## config.mk

```make
export PLATFORM = sky130hd
export DESIGN_NAME = sgma_prep
export DESIGN_NICKNAME = d
export VERILOG_FILES = /design/src/sobel_gradient_magnitude_angle_macros.svh /design/src/sgma_pkg.sv /design/src/sgma_prep.sv
export SDC_FILE = /design/constraint.sdc
export NUM_CORES = 1
export LEC_CHECK = 0
export ABC_AREA = 1
export BUFFER_PORTS_ARGS = -buffer_cell sky130_fd_sc_hd__buf_4
export CAP_MARGIN = 20
export CORE_UTILIZATION = 40
export CTS_CLUSTER_SIZE = 30
export DETAILED_ROUTE_END_ITERATION = 7
export SYNTH_ARGS = -nofsm -noshare
export SYNTH_HDL_FRONTEND = slang
export SYNTH_SLANG_ARGS = --single-unit
```

## constraint.sdc

```tcl
create_clock -name clk -period 5.85 [get_ports clk]
set_input_delay 0.585 -clock clk [delete_from_list [all_inputs] [get_ports clk]]
set_output_delay 0.585 -clock clk [all_outputs]
set_load 0.02 [all_outputs]
```

## src/sobel_gradient_magnitude_angle_macros.svh

```systemverilog
// assertion macros for the sobel gradient block
`ifndef SOBEL_GRADIENT_MAGNITUDE_ANGLE_MACROS_SVH
`define SOBEL_GRADIENT_MAGNITUDE_ANGLE_MACROS_SVH

`ifndef SYNTHESIS
// antecedent implies consequent in the same cycle
`define SGMA_ASSERT_IMPLY(label, ante, cons, msg) \
  label: assert property (@(posedge clk) disable iff (rst) (ante) |-> (cons)) else $error(msg);
// expression holds on every cycle out of reset
`define SGMA_ASSERT_ALWAYS(label, expr, msg) \
  label: assert property (@(posedge clk) disable iff (rst) (expr)) else $error(msg);
`else
`define SGMA_ASSERT_IMPLY(label, ante, cons, msg)
`define SGMA_ASSERT_ALWAYS(label, expr, msg)
`endif

`endif

```

## src/sgma_pkg.sv

```systemverilog
package sgma_pkg;

  // sizes
  localparam int MAX_WIDTH_DEFAULT = 2048;
  localparam int PIX_W = 10;
  localparam int G_W = 13;
  localparam int XW = 28;
  localparam int ZW = 22;
  localparam int SQ_W = 25;
  localparam int ROOT_W = 13;
  localparam int CORDIC_STEPS = 16;
  localparam int SQRT_STEPS = 13;

  // register indexes and reset values
  localparam logic CFG_IMAGE_WIDTH = 1'b0;
  localparam logic CFG_CHANNEL_COUNT = 1'b1;
  localparam logic [11:0] IMAGE_WIDTH_RESET = 12'd640;
  localparam logic [1:0] CHANNEL_COUNT_RESET = 2'd3;

  // angles in units of pi/2^20
  localparam logic signed [ZW-1:0] ANGLE_HALF_PI = 22'sd524288;
  localparam logic signed [ZW-1:0] ATAN_TABLE [CORDIC_STEPS] = '{
    22'sd262144, 22'sd154753, 22'sd81767, 22'sd41506, 22'sd20834, 22'sd10427,
    22'sd5215, 22'sd2608, 22'sd1304, 22'sd652, 22'sd326, 22'sd163,
    22'sd81, 22'sd41, 22'sd20, 22'sd10
  };

  // gradient pair entering the chain
  typedef struct packed {
    logic valid;
    logic last;
    logic signed [G_W-1:0] gx;
    logic signed [G_W-1:0] gy;
  } kern_t;

  // state carried from cell to cell
  typedef struct packed {
    logic valid;
    logic last;
    logic zero;
    logic signed [XW-1:0] x;
    logic signed [XW-1:0] y;
    logic signed [ZW-1:0] z;
    logic [SQ_W-1:0] rem;
    logic [ROOT_W-1:0] root;
  } cell_t;

endpackage

```

## src/sgma_prep.sv

```systemverilog
module sgma_prep (
  input  logic clk,
  input  logic rst,
  input  logic advance,
  input  sgma_pkg::kern_t kin,
  output sgma_pkg::cell_t cout
);

  localparam int XW = sgma_pkg::XW;
  localparam int SQ_W = sgma_pkg::SQ_W;

  sgma_pkg::cell_t nxt;
  logic signed [2*sgma_pkg::G_W-1:0] gxx;
  logic signed [2*sgma_pkg::G_W-1:0] gyy;
  logic signed [XW-1:0] xs;
  logic signed [XW-1:0] ys;

  // squares for the root, quadrant fold for the rotation
  always_comb begin
    gxx = kin.gx * kin.gx;
    gyy = kin.gy * kin.gy;
    xs = XW'(kin.gx) <<< 12;
    ys = XW'(kin.gy) <<< 12;
    nxt.valid = kin.valid;
    nxt.last = kin.last;
    nxt.zero = (kin.gx == '0) && (kin.gy == '0);
    nxt.rem = SQ_W'(gxx) + SQ_W'(gyy);
    nxt.root = '0;
    if (kin.gx < 0) begin
      if (kin.gy >= 0) begin
        nxt.x = ys;
        nxt.y = -xs;
        nxt.z = sgma_pkg::ANGLE_HALF_PI;
      end else begin
        nxt.x = -ys;
        nxt.y = xs;
        nxt.z = -sgma_pkg::ANGLE_HALF_PI;
      end
    end else begin
      nxt.x = xs;
      nxt.y = ys;
      nxt.z = '0;
    end
  end

  always_ff @(posedge clk) begin
    if (rst) begin
      cout.valid <= 1'b0;
    end else if (advance) begin
      cout <= nxt;
    end
  end

endmodule

```

==> results of run 1 <==
[cell usage in the layout, fill, tap and decap left out, drive strengths merged]
master / netlist / routed
a21boi: 1 / 1
clkbuf: 34 / 10
dfxtp: 1 / 1
inv: 516 / 516
xor2: 29 / 29
nor4: 4 / 4
nand3: 28 / 28
o21a: 1 / 1
o41ai: 1 / 1
clkinvlp: 0 / 4
and2: 1 / 1
buf: 75 / 336
a31oi: 2 / 2
a21o: 4 / 4
o21bai: 5 / 5
a21oi: 32 / 32
nand2: 285 / 285
o221ai: 2 / 2
nand4: 6 / 6
edfxtp: 60 / 60
clkinv: 2 / 5
o21ai: 44 / 44
fa: 323 / 323
a31o: 2 / 2
nor3: 7 / 7
mux2i: 2 / 2
nor2: 60 / 60
or2: 4 / 4
o31ai: 1 / 1
ha: 119 / 119
nand3b: 3 / 3
o22ai: 1 / 1
conb: 1 / 57
o211ai: 1 / 1
xnor2: 14 / 14
[repair_timing]
item | in CTS | in global routing
setup buffers | 12 | 12
pin swaps | 28 | 66
resized for setup | 50 | 105
endpoints found under the setup margin | 8 | 15
cloned | 0 | 1
[worst max-delay path: cells and delay by family]
kind | cells | cell delay, ps
simple gates | 5 | 830
fa+ha+maj | 8 | 3980
xor+xnor | 1 | 70
buf+inv | 8 | 600
[per-layer routing]
| layer | global-route usage [%] | vias up | wire [um] |
|---|---|---|---|
| met2 | 42.69 | 252 | 21290 |
| li1 | - | 5273 | - |
| met1 | 27.17 | 5652 | 16060 |
| met4 | 5.104 | 0 | 958 |
| met5 | 0 | - | 0 |
| met3 | 1.658 | 51 | 1234 |
[layout make-up]
type | instances | area [um^2] | share of cell area (%)
clock inverter | 6 | 38.79 | 0.2063
timing repair inverter | 1 | 5.005 | 0.02662
clock buffer | 10 | 239.0 | 1.271
sequential | 61 | 1822 | 9.691
multi-input combinational | 1039 | 11430 | 60.83
timing repair buffer | 336 | 2714 | 14.44
inverter | 518 | 1961 | 10.43
tap | 468 | 585.6 | 3.115
[per-stage QoR]
stage / worst slack (ps) / instances / hold WS, ps
global route: -213.5 / 2439 / 407.3
CTS: -34.53 / 2426 / 406.4
global placement: -605.0 / 2399 / 443.9
detailed placement: -659.4 / 2399 / 455.7
finish: -131.5 / 2439 / 418.2
floorplan: -10.11 / 1727 / 529.5
[cell families after synthesis]
kind of cell	share of synthesized area [%]
adders and majority gates	53.22
xor gates and xnor gates	2.519
buffers and inverters	17.30
other	0.02509
DFF	12.19
muxes	0.1339
AOI/OAI and AO/OA	3.708
and+or+nand+nor	10.91
[worst min path at each step]
stage                     cells after the start  startpoint  slack, ps         to
after floorplan                               2   cout[118]        530  cout[118]
after global placement                        2   cout[118]        440  cout[118]
after detailed placement                      2   cout[118]        460  cout[118]
after CTS                                     1     kin[26]        410  cout[117]
after global routing                          1     kin[26]        410  cout[117]
final                                         1     kin[26]        420  cout[117]
==> flow_summary.ini, run 1 <==
[global_routing]
grt_max_degree = 51
overflow = 0
grt_pass1_wl_um = 65590
first_global_vias = 12630
global_route.usage.total_pct = 22.35
antenna_found_initial = 0

[worst_setup_path]
cp_slowest_stage_delay_ps = 620
worst_ep_arrival_time_ps = 6080
r2r_slack_ps = 5280
worst_setup_path_startpoint = kin[12]
cp_cell_sequence = buf_12 > buf_6 > nand2_4 > fa_2 > inv_4 > fa_2 > buf_6 > fa_1 > fa_1 > inv_2 > fa_1 > inv_2 > fa_1 > inv_1 > fa_1 > inv_2 > ha_4 > nand4_1 > nor3_4 > nand4_1 > nand3_1 > xor2_1
worst_r2r_startpoint = cout[118]
cp_max_fo = 8
worstRegToRegCells = 2
cp-start-kind = input port
crit_path_end_kind = flop
critPathCapture = cout[36]
cp_slowest_cell = sky130_fd_sc_hd__fa_2
timing.critical_path.required_ps = 5950
rr_endpoint = cout[118]
timing.setup.critical_path_class = input port to flop
worst_path_most_repeated_cell = sky130_fd_sc_hd__fa_1

[logic_synthesis]
synth_commonest_cells = sky130_fd_sc_hd__inv_1 (513), sky130_fd_sc_hd__fa_1 (323), sky130_fd_sc_hd__nand2_1 (284)
netlist_area_um2 = 14950
async_flop_share_pct = 0
dominant_cell_by_count_in_the_synthesized_netlist = sky130_fd_sc_hd__inv_1
synthesis.instances = 1671
synth_top_cell_by_area = sky130_fd_sc_hd__fa_1
synth.top_cells.by_area = sky130_fd_sc_hd__fa_1 (43%), sky130_fd_sc_hd__inv_1 (13%), sky130_fd_sc_hd__edfxtp_1 (12%)
synth_edf_count = 60
synth_ff_type = sky130_fd_sc_hd__edfxtp_1
synth_seq_area_share_pct = 12.19
post_synth.cell_area_avg_um2 = 8.946
synth_top_area_share_pct = 43.26
synth.distinct_cells = 45
ys_ff_latch = 61
yosysWarningCount = 0

[place]
dp_hpwl_um = 34750
gp_routability_congestion = 0.9092
io_buffer_count = 93
detailed_place.area_um2 = 17810

[timing]
timing.final.max_slew_violations = 0
worstMarginPinSlew_ps = 691.0
f_max_mhz = 167.2
grt_setup_unrepaired = true
tns_ps = -141.1
timing.final.crit_period_ps = 5981
maxSlewHeadroom_pct = 53.93
postLayoutSetupSlackWorst_ps = -131.5
final.period_utilization_pct = 102.2
setup_viol_count_final = 2
timing.clock.skew_ps = 0
hold_viol_final = 0

[clock_network]
cts_buffer_depth = 2
clk-insertion-delay-late_ps = 340
clock_tree_from_tritoncts = built
total_number_of_clock_tree_sinks = 61
clk_root_buffer_cell = sky130_fd_sc_hd__clkbuf_16
cts_made_buffers = 9
path_clk_slew_ps = 50
holdBufCountCts = 0
cts_htree_levels = 3

[detailed_routing]
vias = 11230
post_drt_wl_per_cell_um = 16.21
routed_wirelength_um = 39540
drt_iter0_markers = 538
final_antenna_net_count = 0
drc = 0
drt-vias-per-instance = 4.604
firstDrtPassIters = 6

[finish]
layout-drive-gt1-share_pct = 26.18
top_register = cout
stdcell_area_um2 = 18800
area_delta_synth_final_pct = 25.76
reg_top3 = cout (61)
num-fill-cells = 3366
number_of_inserted_diodes = 0
nets_finish = 2439
largest_register_ff_count = 61
final_core_utilization_pct = 51.23

[floorplanning]
core_box_area_um2 = 36700
die_w_um = 195.3
io_pins = 150
die_area_um2 = 38150
initial_utilization_pct = 40.73
rows = 70
die_y_um = 195.3

[outcome]
failed_checks = setup timing
status = finished, violations left

[run]
timing.max_cap.violations = 0

[min_path]
worstHoldPathType = input port to flop
Power of run 1 is not shown: default switching activity piles up to over one toggle a cycle in this logic, so the estimate is an artifact.
==> run 2: changes to the inputs <==
--- a/config.mk
+++ b/config.mk
@@ -8,9 +8,12 @@
 export ABC_AREA = 1
 export BUFFER_PORTS_ARGS = -buffer_cell sky130_fd_sc_hd__buf_4
 export CAP_MARGIN = 20
-export CORE_UTILIZATION = 40
+export CORE_UTILIZATION = 50
+export CTS_BUF_LIST = sky130_fd_sc_hd__clkbuf_4
 export CTS_CLUSTER_SIZE = 30
 export DETAILED_ROUTE_END_ITERATION = 7
+export PLACE_DENSITY = 0.72
+export SLEW_MARGIN = 40
 export SYNTH_ARGS = -nofsm -noshare
 export SYNTH_HDL_FRONTEND = slang
 export SYNTH_SLANG_ARGS = --single-unit
==> flow_summary.ini, run 2 (synthesis gave the netlist of run 1 again) <==
[global_routing]
first_global_vias = 12710
use_met2_pct = 49.36
met1_track_usage_gr_pct = 32.52
overflow = 0
grt_max_degree = 61
antenna_found_initial = 0
top_usage_layer = met2
global_route.usage.total_pct = 27.23
met3_usage_pct = 4.265
grt_pass1_wl_um = 63580

[floorplanning]
rows = 62
core_box_area_um2 = 29090
die_area_um2 = 30590
initial_utilization_pct = 51.38
die_y_um = 174.9
io_pins = 150
die_w_um = 174.9

[outcome]
status = complete, no violations

[clock_network]
cts_buffer_depth = 2
total_number_of_clock_tree_sinks = 61
clk_root_buffer_cell = sky130_fd_sc_hd__clkbuf_4
holdBufCountCts = 0
clk-insertion-delay-late_ps = 410
cts_made_buffers = 9
cts_htree_levels = 3
path_clk_slew_ps = 140
clock_tree_from_tritoncts = built

[finish]
nets_finish = 2450
layout.cells.most_common_list = sky130_fd_sc_hd__inv_1 (490), sky130_fd_sc_hd__buf_4 (313), sky130_fd_sc_hd__fa_1 (310)
layout-drive-gt1-share_pct = 25.18
top_register = cout
reg_top3 = cout (61)
mostFrequentLayoutCell = sky130_fd_sc_hd__inv_1
number_of_inserted_diodes = 0
largest_register_ff_count = 61
num-fill-cells = 2369
area_delta_synth_final_pct = 24.32

[detailed_routing]
firstDrtPassIters = 5
vias = 11530
drt-vias-per-instance = 4.873
drt_iter0_markers = 562
drc = 0
routed_wirelength_um = 39640
post_drt_wl_per_cell_um = 16.75
final_antenna_net_count = 0

[place]
io_buffer_count = 93
gp_routability_congestion = 0.9471
dp_hpwl_um = 35050

[timing]
final.period_utilization_pct = 99.24
f_max_mhz = 172.3
grt_setup_unrepaired = true
hold_viol_final = 0
timing.clock.skew_ps = 0
setup_viol_count_final = 0
holdWs_ps = 336.4
timing.final.crit_period_ps = 5805
timing.final.max_slew_violations = 0

[worst_setup_path]
crit_path_end_kind = flop
timing.critical_path.required_ps = 6050
worst_ep_arrival_time_ps = 6010
timing.setup.critical_path_class = input port to flop
cp-start-kind = input port
cp_max_fo = 10

[min_path]
worstHoldPathType = input port to flop

[run]
timing.max_cap.violations = 0
-- run 2: cell count changes in the layout (fill, tap and decap cells not counted), moves of 6 or more --
cell | before | now
sky130_fd_sc_hd__buf_4 | 301 | 313
sky130_fd_sc_hd__clkbuf_16 | 9 | 1
sky130_fd_sc_hd__nand2_1 | 249 | 255
sky130_fd_sc_hd__clkbuf_4 | 0 | 9
sky130_fd_sc_hd__buf_6 | 27 | 21
sky130_fd_sc_hd__fa_2 | 19 | 13
sky130_fd_sc_hd__fa_1 | 304 | 310
sky130_fd_sc_hd__inv_1 | 484 | 490
-- run 2: what timing repair did --
item / in CTS / in global routing
endpoints found under the setup margin: 4 / 12
gates resized for setup: 2 / 114
pin swaps: 2 / 67
cloned: 0 / 1
hold endpoints to repair: 0 / 0
buffers inserted: 0 / 15
-- run 2: metal layers --
metal | routed length, um | vias up
li1 | - | 5312
met1 | 15020 | 5761
met2 | 20770 | 362
met3 | 2252 | 95
met4 | 1601 | 0
met5 | 0 | -
-- run 2: critical path: stages --
cell	delay [ps]
sky130_fd_sc_hd__buf_4	170
sky130_fd_sc_hd__buf_4	180
sky130_fd_sc_hd__nand2_1	90
sky130_fd_sc_hd__inv_1	70
sky130_fd_sc_hd__fa_1	520
sky130_fd_sc_hd__inv_1	50
sky130_fd_sc_hd__fa_1	560
sky130_fd_sc_hd__fa_1	450
sky130_fd_sc_hd__fa_1	580
sky130_fd_sc_hd__fa_1	440
sky130_fd_sc_hd__fa_1	480
sky130_fd_sc_hd__fa_1	570
sky130_fd_sc_hd__inv_2	60
sky130_fd_sc_hd__ha_4	280
sky130_fd_sc_hd__buf_4	150
sky130_fd_sc_hd__nand2_4	70
sky130_fd_sc_hd__buf_4	110
sky130_fd_sc_hd__o21bai_1	50
sky130_fd_sc_hd__a21oi_1	230
sky130_fd_sc_hd__nand3_2	120
sky130_fd_sc_hd__xor2_1	170
-- run 2: final cells by class --
cell class                 count  area, um^2  share of cell area (%)
multi-input combinational   1039       11310                   60.87
clock buffer                   9       67.56                  0.3636
tap                          384       480.5                   2.586
inverter                     518        1958                   10.54
timing repair buffer         348        2869                   15.44
sequential                    61        1822                   9.803
clock inverter                 7       73.82                  0.3973
-- run 2: final timing paths --
kind,slack (ps),start,cells after the start,endpoint
setup / recovery,40,kin[24],21,cout[34]
hold / removal,340,kin[26],1,cout[117]
setup reg to reg,5280,cout[118],2,cout[118]
hold reg to reg,480,cout[118],2,cout[118]
-- run 2: stage by stage --
stage / TNS (ps) / utilization (%) / instance area (um^2) / instances / worst slack [ps]
after floorplan: -20.61 / - / 15630 / 1727 / -10.11
after global placement: -4652 / 61.47 / 17880 / 2333 / -506.0
after detailed placement: -5786 / 61.47 / 17880 / 2333 / -542.3
after CTS: 0 / 62.01 / 18040 / 2349 / 8.341
after global routing: -147.5 / 63.88 / 18580 / 2366 / -63.95
final: 0 / 63.88 / 18580 / 2366 / 44.69
Power of run 2 is left out for the same reason.
